--- src/rtl/core/etpj_pkg.sv ---
// Shared types and constants of the escape-time Julia unit.
// Used by the channel interfaces, the multiplier unit and the top level.
package etpj_pkg;

  localparam int unsigned WordW   = 32;  // Q4.28 word
  localparam int unsigned FracW   = 28;
  localparam int unsigned CountW  = 16;
  localparam int unsigned CfgIdxW = 2;

  typedef logic signed [WordW-1:0]   word_t;
  typedef logic signed [2*WordW-1:0] prod_t;
  typedef logic [CountW-1:0]         count_t;
  typedef logic [CfgIdxW-1:0]        cfg_idx_t;

  // Configuration register indexes.
  localparam cfg_idx_t CfgCReal   = 2'd0;
  localparam cfg_idx_t CfgCImag   = 2'd1;
  localparam cfg_idx_t CfgMaxIter = 2'd2;

  // Result of the shared multiplier: the exact product, the product scaled
  // back to a word and saturated, and a flag that saturation took place.
  typedef struct packed {
    prod_t full;
    word_t scaled;
    logic  sat;
  } mul_res_t;

endpackage

--- src/rtl/core/etpj_if.sv ---
// Valid/ready channel interfaces of the escape-time Julia unit.
// Depends on etpj_pkg for the field types.
interface etpj_in_if;
  logic                valid;
  logic                ready;
  etpj_pkg::word_t     start_real;
  etpj_pkg::word_t     start_imag;

  modport source (output valid, output start_real, output start_imag, input ready);
  modport sink (input valid, input start_real, input start_imag, output ready);
endinterface

interface etpj_out_if;
  logic                valid;
  logic                ready;
  etpj_pkg::count_t    step_count;
  logic                escaped;

  modport source (output valid, output step_count, output escaped, input ready);
  modport sink (input valid, input step_count, input escaped, output ready);
endinterface

--- src/rtl/core/etpj_mul_unit.sv ---
// Shared signed multiplier with a registered product, followed by the
// fixed-point rescale (floor) and saturation to one word. Uses etpj_pkg.
module etpj_mul_unit (
  input  logic               clk_i,
  input  etpj_pkg::word_t    op_a_i,
  input  etpj_pkg::word_t    op_b_i,
  output etpj_pkg::mul_res_t res_o
);

  localparam int unsigned W = etpj_pkg::WordW;
  localparam int unsigned F = etpj_pkg::FracW;

  etpj_pkg::prod_t prod_q;
  logic [2*W-1-(W-1+F):0] top_bits;
  logic ovf;

  always_ff @(posedge clk_i) begin
    prod_q <= etpj_pkg::prod_t'(op_a_i) * etpj_pkg::prod_t'(op_b_i);
  end

  // The rescaled value fits a word only if all bits above it match its sign.
  assign top_bits = prod_q[2*W-1:W-1+F];
  assign ovf      = !((&top_bits) || (~|top_bits));

  always_comb begin
    res_o.full = prod_q;
    res_o.sat  = ovf;
    if (ovf) begin
      res_o.scaled = prod_q[2*W-1] ? {1'b1, {(W-1){1'b0}}} : {1'b0, {(W-1){1'b1}}};
    end else begin
      res_o.scaled = prod_q[W-1+F:F];
    end
  end

endmodule

--- src/rtl/core/escape_time_polynomial_julia_unit.sv ---
// Escape-time iteration of z <- c*z*(1+z/2)^2 in Q4.28 on one shared multiplier.
// Each map step runs through the sub-steps StepMagRe to StepC4. At StepTest the point
// ends if the limit is reached or |z|^2 is not below 100; a map step that saturates
// ends the point at its last sub-step. One point is in work at a time; a new word is
// taken in the cycle after the previous one has moved to the output register.
// Reset (rst_ni low, asynchronous) clears control and loads c = 2.0 + 0i, limit 50.
module escape_time_polynomial_julia_unit (
  input  logic                  clk_i,
  input  logic                  rst_ni,
  input  logic                  cfg_we_i,
  input  etpj_pkg::cfg_idx_t    cfg_index_i,
  input  etpj_pkg::word_t       cfg_wdata_i,
  etpj_in_if.sink               in_i,
  etpj_out_if.source            out_o
);

  localparam int unsigned W  = etpj_pkg::WordW;
  localparam int unsigned F  = etpj_pkg::FracW;
  localparam int unsigned CW = etpj_pkg::CountW;

  localparam etpj_pkg::word_t  One       = etpj_pkg::word_t'(64'd1 << F);
  localparam etpj_pkg::word_t  CRealRst  = etpj_pkg::word_t'(536870912);
  localparam etpj_pkg::word_t  CImagRst  = '0;
  localparam etpj_pkg::count_t MaxIterRst = etpj_pkg::count_t'(50);
  localparam logic [2*W:0]     EscapeThr = (2*W+1)'(100) << (2*F);

  localparam logic [1:0] StIdle = 2'd0;
  localparam logic [1:0] StRun  = 2'd1;
  localparam logic [1:0] StDone = 2'd2;

  // Sub-steps of one map step.
  localparam logic [3:0] StepMagRe = 4'd0;
  localparam logic [3:0] StepMagIm = 4'd1;
  localparam logic [3:0] StepTest  = 4'd2;
  localparam logic [3:0] StepTre2  = 4'd3;
  localparam logic [3:0] StepTim2  = 4'd4;
  localparam logic [3:0] StepShape = 4'd5;
  localparam logic [3:0] StepP0    = 4'd6;
  localparam logic [3:0] StepP1    = 4'd7;
  localparam logic [3:0] StepP2    = 4'd8;
  localparam logic [3:0] StepP3    = 4'd9;
  localparam logic [3:0] StepP4    = 4'd10;
  localparam logic [3:0] StepC0    = 4'd11;
  localparam logic [3:0] StepC1    = 4'd12;
  localparam logic [3:0] StepC2    = 4'd13;
  localparam logic [3:0] StepC3    = 4'd14;
  localparam logic [3:0] StepC4    = 4'd15;

  // Saturating add or subtract; bit W of the result flags saturation.
  function automatic logic [W:0] sat_sum(input etpj_pkg::word_t a,
                                         input etpj_pkg::word_t b,
                                         input logic sub);
    logic signed [W:0] s;
    logic ovf;
    logic [W-1:0] v;
    s   = sub ? ({a[W-1], a} - {b[W-1], b}) : ({a[W-1], a} + {b[W-1], b});
    ovf = s[W] ^ s[W-1];
    if (ovf) begin
      v = s[W] ? {1'b1, {(W-1){1'b0}}} : {1'b0, {(W-1){1'b1}}};
    end else begin
      v = s[W-1:0];
    end
    return {ovf, v};
  endfunction

  logic [1:0] state_q;
  logic [3:0] step_q;
  etpj_pkg::count_t iter_q, max_iter_q, out_count_q;
  etpj_pkg::word_t  c_real_q, c_imag_q;
  etpj_pkg::word_t  re_q, im_q, tre_q, tim_q, t2_q, t3_q, a_q, b_q;
  logic [2*W-1:0]   sq_q;
  logic             sat_q, out_valid_q, out_esc_q;

  etpj_pkg::word_t    op_a, op_b;
  etpj_pkg::mul_res_t mres;
  logic [W:0]         acc_add, acc_sub, dbl, dif, hlf;
  logic [2*W:0]       mag_sum;
  logic               is_inside, sat_now;

  etpj_mul_unit u_mul (
    .clk_i  (clk_i),
    .op_a_i (op_a),
    .op_b_i (op_b),
    .res_o  (mres)
  );

  always_comb begin
    op_a = '0;
    op_b = '0;
    unique case (step_q)
      StepMagRe: begin op_a = re_q;  op_b = re_q;     end
      StepMagIm: begin op_a = im_q;  op_b = im_q;     end
      StepTest:  begin op_a = tre_q; op_b = tre_q;    end
      StepTre2:  begin op_a = tim_q; op_b = tim_q;    end
      StepTim2:  begin op_a = tre_q; op_b = tim_q;    end
      StepP0:    begin op_a = tre_q; op_b = re_q;     end
      StepP1:    begin op_a = tim_q; op_b = im_q;     end
      StepP2:    begin op_a = tre_q; op_b = im_q;     end
      StepP3:    begin op_a = tim_q; op_b = re_q;     end
      StepC0:    begin op_a = a_q;   op_b = c_real_q; end
      StepC1:    begin op_a = b_q;   op_b = c_imag_q; end
      StepC2:    begin op_a = a_q;   op_b = c_imag_q; end
      StepC3:    begin op_a = b_q;   op_b = c_real_q; end
      default:   begin op_a = '0;    op_b = '0;       end
    endcase
  end

  assign acc_add = sat_sum(t2_q, mres.scaled, 1'b0);
  assign acc_sub = sat_sum(t2_q, mres.scaled, 1'b1);
  assign dbl     = sat_sum(mres.scaled, mres.scaled, 1'b0);
  assign dif     = sat_sum(t2_q, t3_q, 1'b1);
  assign hlf     = sat_sum(re_q >>> 1, One, 1'b0);

  // Squares are never negative, so the full products add as unsigned values.
  assign mag_sum   = {1'b0, sq_q} + {1'b0, mres.full};
  assign is_inside = mag_sum < EscapeThr;
  assign sat_now   = sat_q | mres.sat | acc_add[W];

  assign in_i.ready     = (state_q == StIdle);
  assign out_o.valid    = out_valid_q;
  assign out_o.step_count = out_count_q;
  assign out_o.escaped  = out_esc_q;

  always_ff @(posedge clk_i or negedge rst_ni) begin
    if (!rst_ni) begin
      c_real_q   <= CRealRst;
      c_imag_q   <= CImagRst;
      max_iter_q <= MaxIterRst;
    end else if (cfg_we_i) begin
      unique case (cfg_index_i)
        etpj_pkg::CfgCReal:   c_real_q   <= cfg_wdata_i;
        etpj_pkg::CfgCImag:   c_imag_q   <= cfg_wdata_i;
        etpj_pkg::CfgMaxIter: max_iter_q <= cfg_wdata_i[CW-1:0];
        default: ;
      endcase
    end
  end

  always_ff @(posedge clk_i or negedge rst_ni) begin
    if (!rst_ni) begin
      state_q     <= StIdle;
      step_q      <= StepMagRe;
      iter_q      <= '0;
      out_valid_q <= 1'b0;
    end else begin
      unique case (state_q)
        StIdle: begin
          if (in_i.valid) begin
            state_q <= StRun;
            step_q  <= StepMagRe;
            iter_q  <= '0;
          end
        end
        StRun: begin
          step_q <= step_q + 4'd1;
          if (step_q == StepTest && (iter_q >= max_iter_q || !is_inside)) begin
            state_q <= StDone;
          end
          if (step_q == StepC4) begin
            iter_q <= iter_q + etpj_pkg::count_t'(1);
            if (sat_now) begin
              state_q <= StDone;
            end
          end
        end
        StDone: begin
          if (!out_valid_q || out_o.ready) begin
            state_q <= StIdle;
          end
        end
        default: state_q <= StIdle;
      endcase
      if (state_q == StDone && (!out_valid_q || out_o.ready)) begin
        out_valid_q <= 1'b1;
      end else if (out_o.ready) begin
        out_valid_q <= 1'b0;
      end
    end
  end

  // Datapath registers.
  always_ff @(posedge clk_i) begin
    if (state_q == StIdle && in_i.valid) begin
      re_q <= in_i.start_real;
      im_q <= in_i.start_imag;
    end
    if (state_q == StDone && (!out_valid_q || out_o.ready)) begin
      out_count_q <= iter_q;
      out_esc_q   <= iter_q < max_iter_q;
    end
    if (state_q == StRun) begin
      unique case (step_q)
        StepMagRe: ;
        StepMagIm: begin
          sq_q  <= mres.full;
          tre_q <= hlf[W-1:0];
          tim_q <= im_q >>> 1;
          sat_q <= hlf[W];
        end
        StepTest: ;
        StepTre2: begin
          t2_q  <= mres.scaled;
          sat_q <= sat_q | mres.sat;
        end
        StepTim2: begin
          t3_q  <= mres.scaled;
          sat_q <= sat_q | mres.sat;
        end
        StepShape: begin
          tre_q <= dif[W-1:0];
          tim_q <= dbl[W-1:0];
          sat_q <= sat_q | mres.sat | dif[W] | dbl[W];
        end
        StepP0: ;
        StepP1, StepP3, StepC1, StepC3: begin
          t2_q  <= mres.scaled;
          sat_q <= sat_q | mres.sat;
        end
        StepP2: begin
          a_q   <= acc_sub[W-1:0];
          sat_q <= sat_q | mres.sat | acc_sub[W];
        end
        StepP4: begin
          b_q   <= acc_add[W-1:0];
          sat_q <= sat_q | mres.sat | acc_add[W];
        end
        StepC0: ;
        StepC2: begin
          re_q  <= acc_sub[W-1:0];
          sat_q <= sat_q | mres.sat | acc_sub[W];
        end
        StepC4: begin
          im_q  <= acc_add[W-1:0];
          sat_q <= sat_now;
        end
        default: ;
      endcase
    end
  end

endmodule
--- src/flat_wrapper.sv ---
// flat-port wrapper written by rule: the top's interface ports become plain ports
module escape_time_polynomial_julia_unit_flat 
  (clk_i, rst_ni, cfg_we_i, cfg_index_i, cfg_wdata_i, in_i_valid, in_i_start_real, in_i_start_imag, in_i_ready, out_o_valid, out_o_step_count, out_o_escaped, out_o_ready);
  etpj_in_if in_i_i ();
  etpj_out_if out_o_i ();
  input  logic clk_i;
  input  logic rst_ni;
  input  logic cfg_we_i;
  input  etpj_pkg::cfg_idx_t cfg_index_i;
  input  etpj_pkg::word_t cfg_wdata_i;
  input wire logic [$bits(in_i_i.valid)-1:0] in_i_valid;
  input wire logic [$bits(in_i_i.start_real)-1:0] in_i_start_real;
  input wire logic [$bits(in_i_i.start_imag)-1:0] in_i_start_imag;
  output wire logic [$bits(in_i_i.ready)-1:0] in_i_ready;
  output wire logic [$bits(out_o_i.valid)-1:0] out_o_valid;
  output wire logic [$bits(out_o_i.step_count)-1:0] out_o_step_count;
  output wire logic [$bits(out_o_i.escaped)-1:0] out_o_escaped;
  input wire logic [$bits(out_o_i.ready)-1:0] out_o_ready;
  assign in_i_i.valid = in_i_valid;
  assign in_i_i.start_real = in_i_start_real;
  assign in_i_i.start_imag = in_i_start_imag;
  assign in_i_ready = in_i_i.ready;
  assign out_o_valid = out_o_i.valid;
  assign out_o_step_count = out_o_i.step_count;
  assign out_o_escaped = out_o_i.escaped;
  assign out_o_i.ready = out_o_ready;
  escape_time_polynomial_julia_unit u_core (.clk_i(clk_i), .rst_ni(rst_ni), .cfg_we_i(cfg_we_i), .cfg_index_i(cfg_index_i), .cfg_wdata_i(cfg_wdata_i), .in_i(in_i_i), .out_o(out_o_i));
endmodule
--- config.mk ---
export PLATFORM = sky130hd
export DESIGN_NAME = escape_time_polynomial_julia_unit_flat
export DESIGN_NICKNAME = d
export VERILOG_FILES = /design/src/rtl/core/etpj_pkg.sv /design/src/rtl/core/etpj_if.sv /design/src/rtl/core/etpj_mul_unit.sv /design/src/rtl/core/escape_time_polynomial_julia_unit.sv /design/src/flat_wrapper.sv
export SDC_FILE = /design/constraint.sdc
export NUM_CORES = 2
export LEC_CHECK = 0
export ABC_AREA = 1
export ABC_CLOCK_PERIOD_IN_PS = 10000
export BUFFER_PORTS_ARGS = -buffer_cell sky130_fd_sc_hd__clkbuf_2
export CELL_PAD_IN_SITES_DETAIL_PLACEMENT = 1
export CELL_PAD_IN_SITES_GLOBAL_PLACEMENT = 1
export CORE_MARGIN = 3
export CORE_UTILIZATION = 51
export CTS_BUF_LIST = sky130_fd_sc_hd__clkbuf_4 sky130_fd_sc_hd__clkbuf_8
export DETAILED_ROUTE_END_ITERATION = 12
export GPL_TIMING_DRIVEN = 0
export HOLD_SLACK_MARGIN = 0.03
export PLACE_DENSITY_LB_ADDON = 0.1
export SETUP_SLACK_MARGIN = 0.2
export SYNTH_ARGS = -nofsm -noshare
export SYNTH_HDL_FRONTEND = slang
export SYNTH_SLANG_ARGS = --single-unit
--- constraint.sdc ---
create_clock -name clk_i -period 10 [get_ports clk_i]
set_input_delay 1.5 -clock clk_i [delete_from_list [all_inputs] [get_ports clk_i]]
set_output_delay 1.5 -clock clk_i [all_outputs]
set_load 0.03 [all_outputs]
==> flow_summary.yaml <==
run_status:
  run_status: "completed"
placement:
  port_buffers: 121
  place_hpwl_mm: 256
  gp_congestion: 1.03
  place_ws_ns: -2.34
layout:
  area_grow_syn2layout_pct: 10.7
  layout_commonest_cell: "sky130_fd_sc_hd__inv_1"
  layout-drive-gt1-share: 0.103
  finish.net_count: 10100
  filler_cell_count: 15900
  reg.largest.list: "u_core.sq_q (64), u_core.u_mul.prod_q (64)"
  final_cell_mix: "sky130_fd_sc_hd__inv_1, sky130_fd_sc_hd__nand2_1, sky130_fd_sc_hd__fa_1"
floorplan:
  design.die.area_um2: 136000
  top_level_ports: 122
  initial_core_util: 0.516
  die-height_um: 369
  placement_rows: 132
  core_area_um2: 130000
  die_x_um: 369
route:
  routed_length_per_placed_instance_um: 30.0
  routed_antenna_nets: 0
  vias: 62100
  drt-pass1-iter-count: 6
  drcViolationCount: 0
  drt_wl_total_mm: 312
  dr_iter_0_viols: 6589
  vias_per_cell: 5.99
setup_path:
  crit_path_dat_ns: 10.57
  critical_path_endpoint_category: "register"
  cp-start-kind: "register"
  wp_data_required_ns: 10.68
  criticalPathCategory: "register to register"
  worst-r2r-setup-slack_ns: 0.11
  slowest_cell_on_the_critical_path: "sky130_fd_sc_hd__fa_2"
  cp_max_fo: 10
  worst_r2r_path_depth: 35
  cpMostUsedCell: "sky130_fd_sc_hd__inv_1"
  critical_path_s_largest_stage_delay_ns: 0.64
synth:
  yosys.cell_types.count: 66
  share_of_synthesized_registers_carrying_an_async_set_or_reset: 0.204
  synth_area_um2: 67300
  synth_largest_type_area_fraction: 0.323
  synth_nets: 9775
  synth_seq_cells: 505
  postSynthAreaPerCell_um2: 8.19
  post_synth_edffs: 274
  dominantRegCellSynth: "sky130_fd_sc_hd__edfxtp_1"
  largest_area_contributor_in_the_netlist: "sky130_fd_sc_hd__fa_1"
  post_synth_inst_count: 8221
  yosys-top-cells-area: "sky130_fd_sc_hd__fa_1, sky130_fd_sc_hd__edfxtp_1, sky130_fd_sc_hd__inv_1, sky130_fd_sc_hd__nand2_1, sky130_fd_sc_hd__ha_1"
  synthesis_warnings: 0
  synth_seq_area_share: 0.199
cts:
  max-clock-path-buffers: 3
  clkTransAtPathRegs_ns: 0.07
  clock_tree.root_cell: "sky130_fd_sc_hd__clkbuf_8"
  cts_made_buffers: 84
  cts_tree: "built"
  cts.htree.levels: 3
  clock_sink_count: 505
  worst_skew_pair.late_latency_ns: 0.82
sta:
  finalMaxSlewViolations: 0
  timing_worst_slew_pin_value_ns: 1.10
  fin_ws_ns: 0.106
  max_freq_ghz: 0.101
  worst_clock_skew_ns: 0.0830
  final_hold_viol_count: 0
  timing.slew.headroom: 0.265
  rsz_0062_raised_after_global_routing: "true"
  final_period_util: 0.989
  final_period_minus_worst_setup_slack_ns: 9.89
  setup_viol_count_final: 0
global_route:
  grt.overflow.total: 0
  largest_net_degree_at_the_start_of_global_routing: 102
  grt_util_all_layers: 0.455
  grt_pass1_vias: 66400
  global_route_wire_length_before_repair_mm: 444
  number_of_antenna_violations_at_the_first_check_in_global_routing: 26
min_path:
  worst_hold_path.num_cells: 0
  holdCritPathClass: "register to register"
job:
  drv_cap: 0
## final cells by class
cell class                      count  area [um^2]  share of cell area
Tap cell                         1742         2180              0.0293
Sequential cell                   505        13400               0.180
Buffer                            295         1720              0.0231
Clock buffer                      128         1570              0.0210
Timing Repair Buffer              244         1820              0.0244
Clock inverter                     30          427             0.00573
Multi-Input combinational cell   5406        45800               0.614
Antenna cell                       14         35.0            0.000470
Inverter                         2015         7610               0.102
## critical path: cells and delay by family, from the launching register on
family	cells	cell delay (ns)
buf+inv	12	1.67
fa+ha+maj	10	5.04
xor+xnor	1	0.16
simple gates	9	1.66
flops	1	0.41
compound gates	3	0.84
## final timing paths
kind,startpoint,endpoint
max,u_core.step_q[0],u_core.u_mul.prod_q[59]
min,u_core.u_mul.prod_q[10],u_core.sq_q[10]
max reg2reg,u_core.step_q[0],u_core.u_mul.prod_q[59]
min reg2reg,u_core.u_mul.prod_q[10],u_core.sq_q[10]
max in group asynchronous,rst_ni,u_core.c_imag_q[26]
min in group asynchronous,rst_ni,u_core.state_q[0]
## per-layer routing
metal | global-route usage | wire, um | vias to the layer above
li1 | - | - | 25600
met1 | 0.547 | 109000 | 31300
met2 | 0.670 | 133000 | 4044
met3 | 0.165 | 40200 | 1269
met4 | 0.342 | 29100 | 22
met5 | 0 | 297 | -
## Yosys cell counts, types with 3 or more instances
cell type and n:
sky130_fd_sc_hd__xor2_1 104, sky130_fd_sc_hd__a221oi_1 23, sky130_fd_sc_hd__a211oi_1 6, sky130_fd_sc_hd__xnor2_1 43, sky130_fd_sc_hd__dfxtp_1 128, sky130_fd_sc_hd__nor3_2 14, sky130_fd_sc_hd__buf_6 12, sky130_fd_sc_hd__clkbuf_1 112
sky130_fd_sc_hd__o21ai_2 23, sky130_fd_sc_hd__nand2_2 9, sky130_fd_sc_hd__nand2_1 1923, sky130_fd_sc_hd__edfxtp_1 274, sky130_fd_sc_hd__nor2_1 529, sky130_fd_sc_hd__nor4_1 14, sky130_fd_sc_hd__buf_4 5, sky130_fd_sc_hd__o21ai_0 331
sky130_fd_sc_hd__nor3_1 38, sky130_fd_sc_hd__and3_1 5, sky130_fd_sc_hd__o22ai_1 81, sky130_fd_sc_hd__inv_1 1977, sky130_fd_sc_hd__a21oi_1 364, sky130_fd_sc_hd__a31oi_1 37, sky130_fd_sc_hd__a21boi_0 15, sky130_fd_sc_hd__o21a_1 13
sky130_fd_sc_hd__o21bai_1 36, sky130_fd_sc_hd__nor3_4 6, sky130_fd_sc_hd__inv_2 36, sky130_fd_sc_hd__dfstp_2 4, sky130_fd_sc_hd__o221ai_1 3, sky130_fd_sc_hd__and2_1 3, sky130_fd_sc_hd__nor4_4 13, sky130_fd_sc_hd__a21o_1 16
sky130_fd_sc_hd__o21ai_1 24, sky130_fd_sc_hd__fa_1 1085, sky130_fd_sc_hd__a22o_1 27, sky130_fd_sc_hd__buf_2 162, sky130_fd_sc_hd__o2111ai_1 4, sky130_fd_sc_hd__dfrtp_1 99, sky130_fd_sc_hd__ha_1 366, sky130_fd_sc_hd__a22oi_1 52
sky130_fd_sc_hd__nand3_1 136, sky130_fd_sc_hd__nand4_1 27, sky130_fd_sc_hd__o211ai_1 13
## kinds of logic after synthesis
group | share of synthesized area
AO/OA/AOI/OAI | 0.0938
XOR/XNOR | 0.0191
adder cells (fa/ha/maj) | 0.391
buffers and inverters | 0.134
flip-flops | 0.199
AND/OR/NAND/NOR | 0.164
## repair_timing
action | in CTS | in global routing
pin swaps | 45 | 17
setup endpoints to repair | 45 | 31
hold endpoints to repair | 0 | 0
cloned | 0 | 1
gates resized for setup | 185 | 193
buffers inserted | 78 | 26
hold buffers | 0 | 0
## per-stage QoR
| stage | instances | instance area [um^2] | hold slack [ns] | utilization | TNS, ns |
|---|---|---|---|---|---|
| after detailed placement | 10100 | 70400 | 0.426 | 0.541 | -37.41 |
| after global placement | 10100 | 70100 | 0.420 | 0.538 | -42.57 |
| after global routing | 10400 | 74500 | 0.455 | 0.572 | -0.0128 |
| final | 10400 | 74500 | 0.445 | 0.572 | 0 |
| after floorplan | 8221 | 67300 | 0.415 | - | 0 |
| after CTS | 10300 | 73800 | 0.444 | 0.566 | 0 |
Power is left out: the tool's default activity adds up to more than one toggle a clock period on the data nets, which glitch-free logic cannot reach.
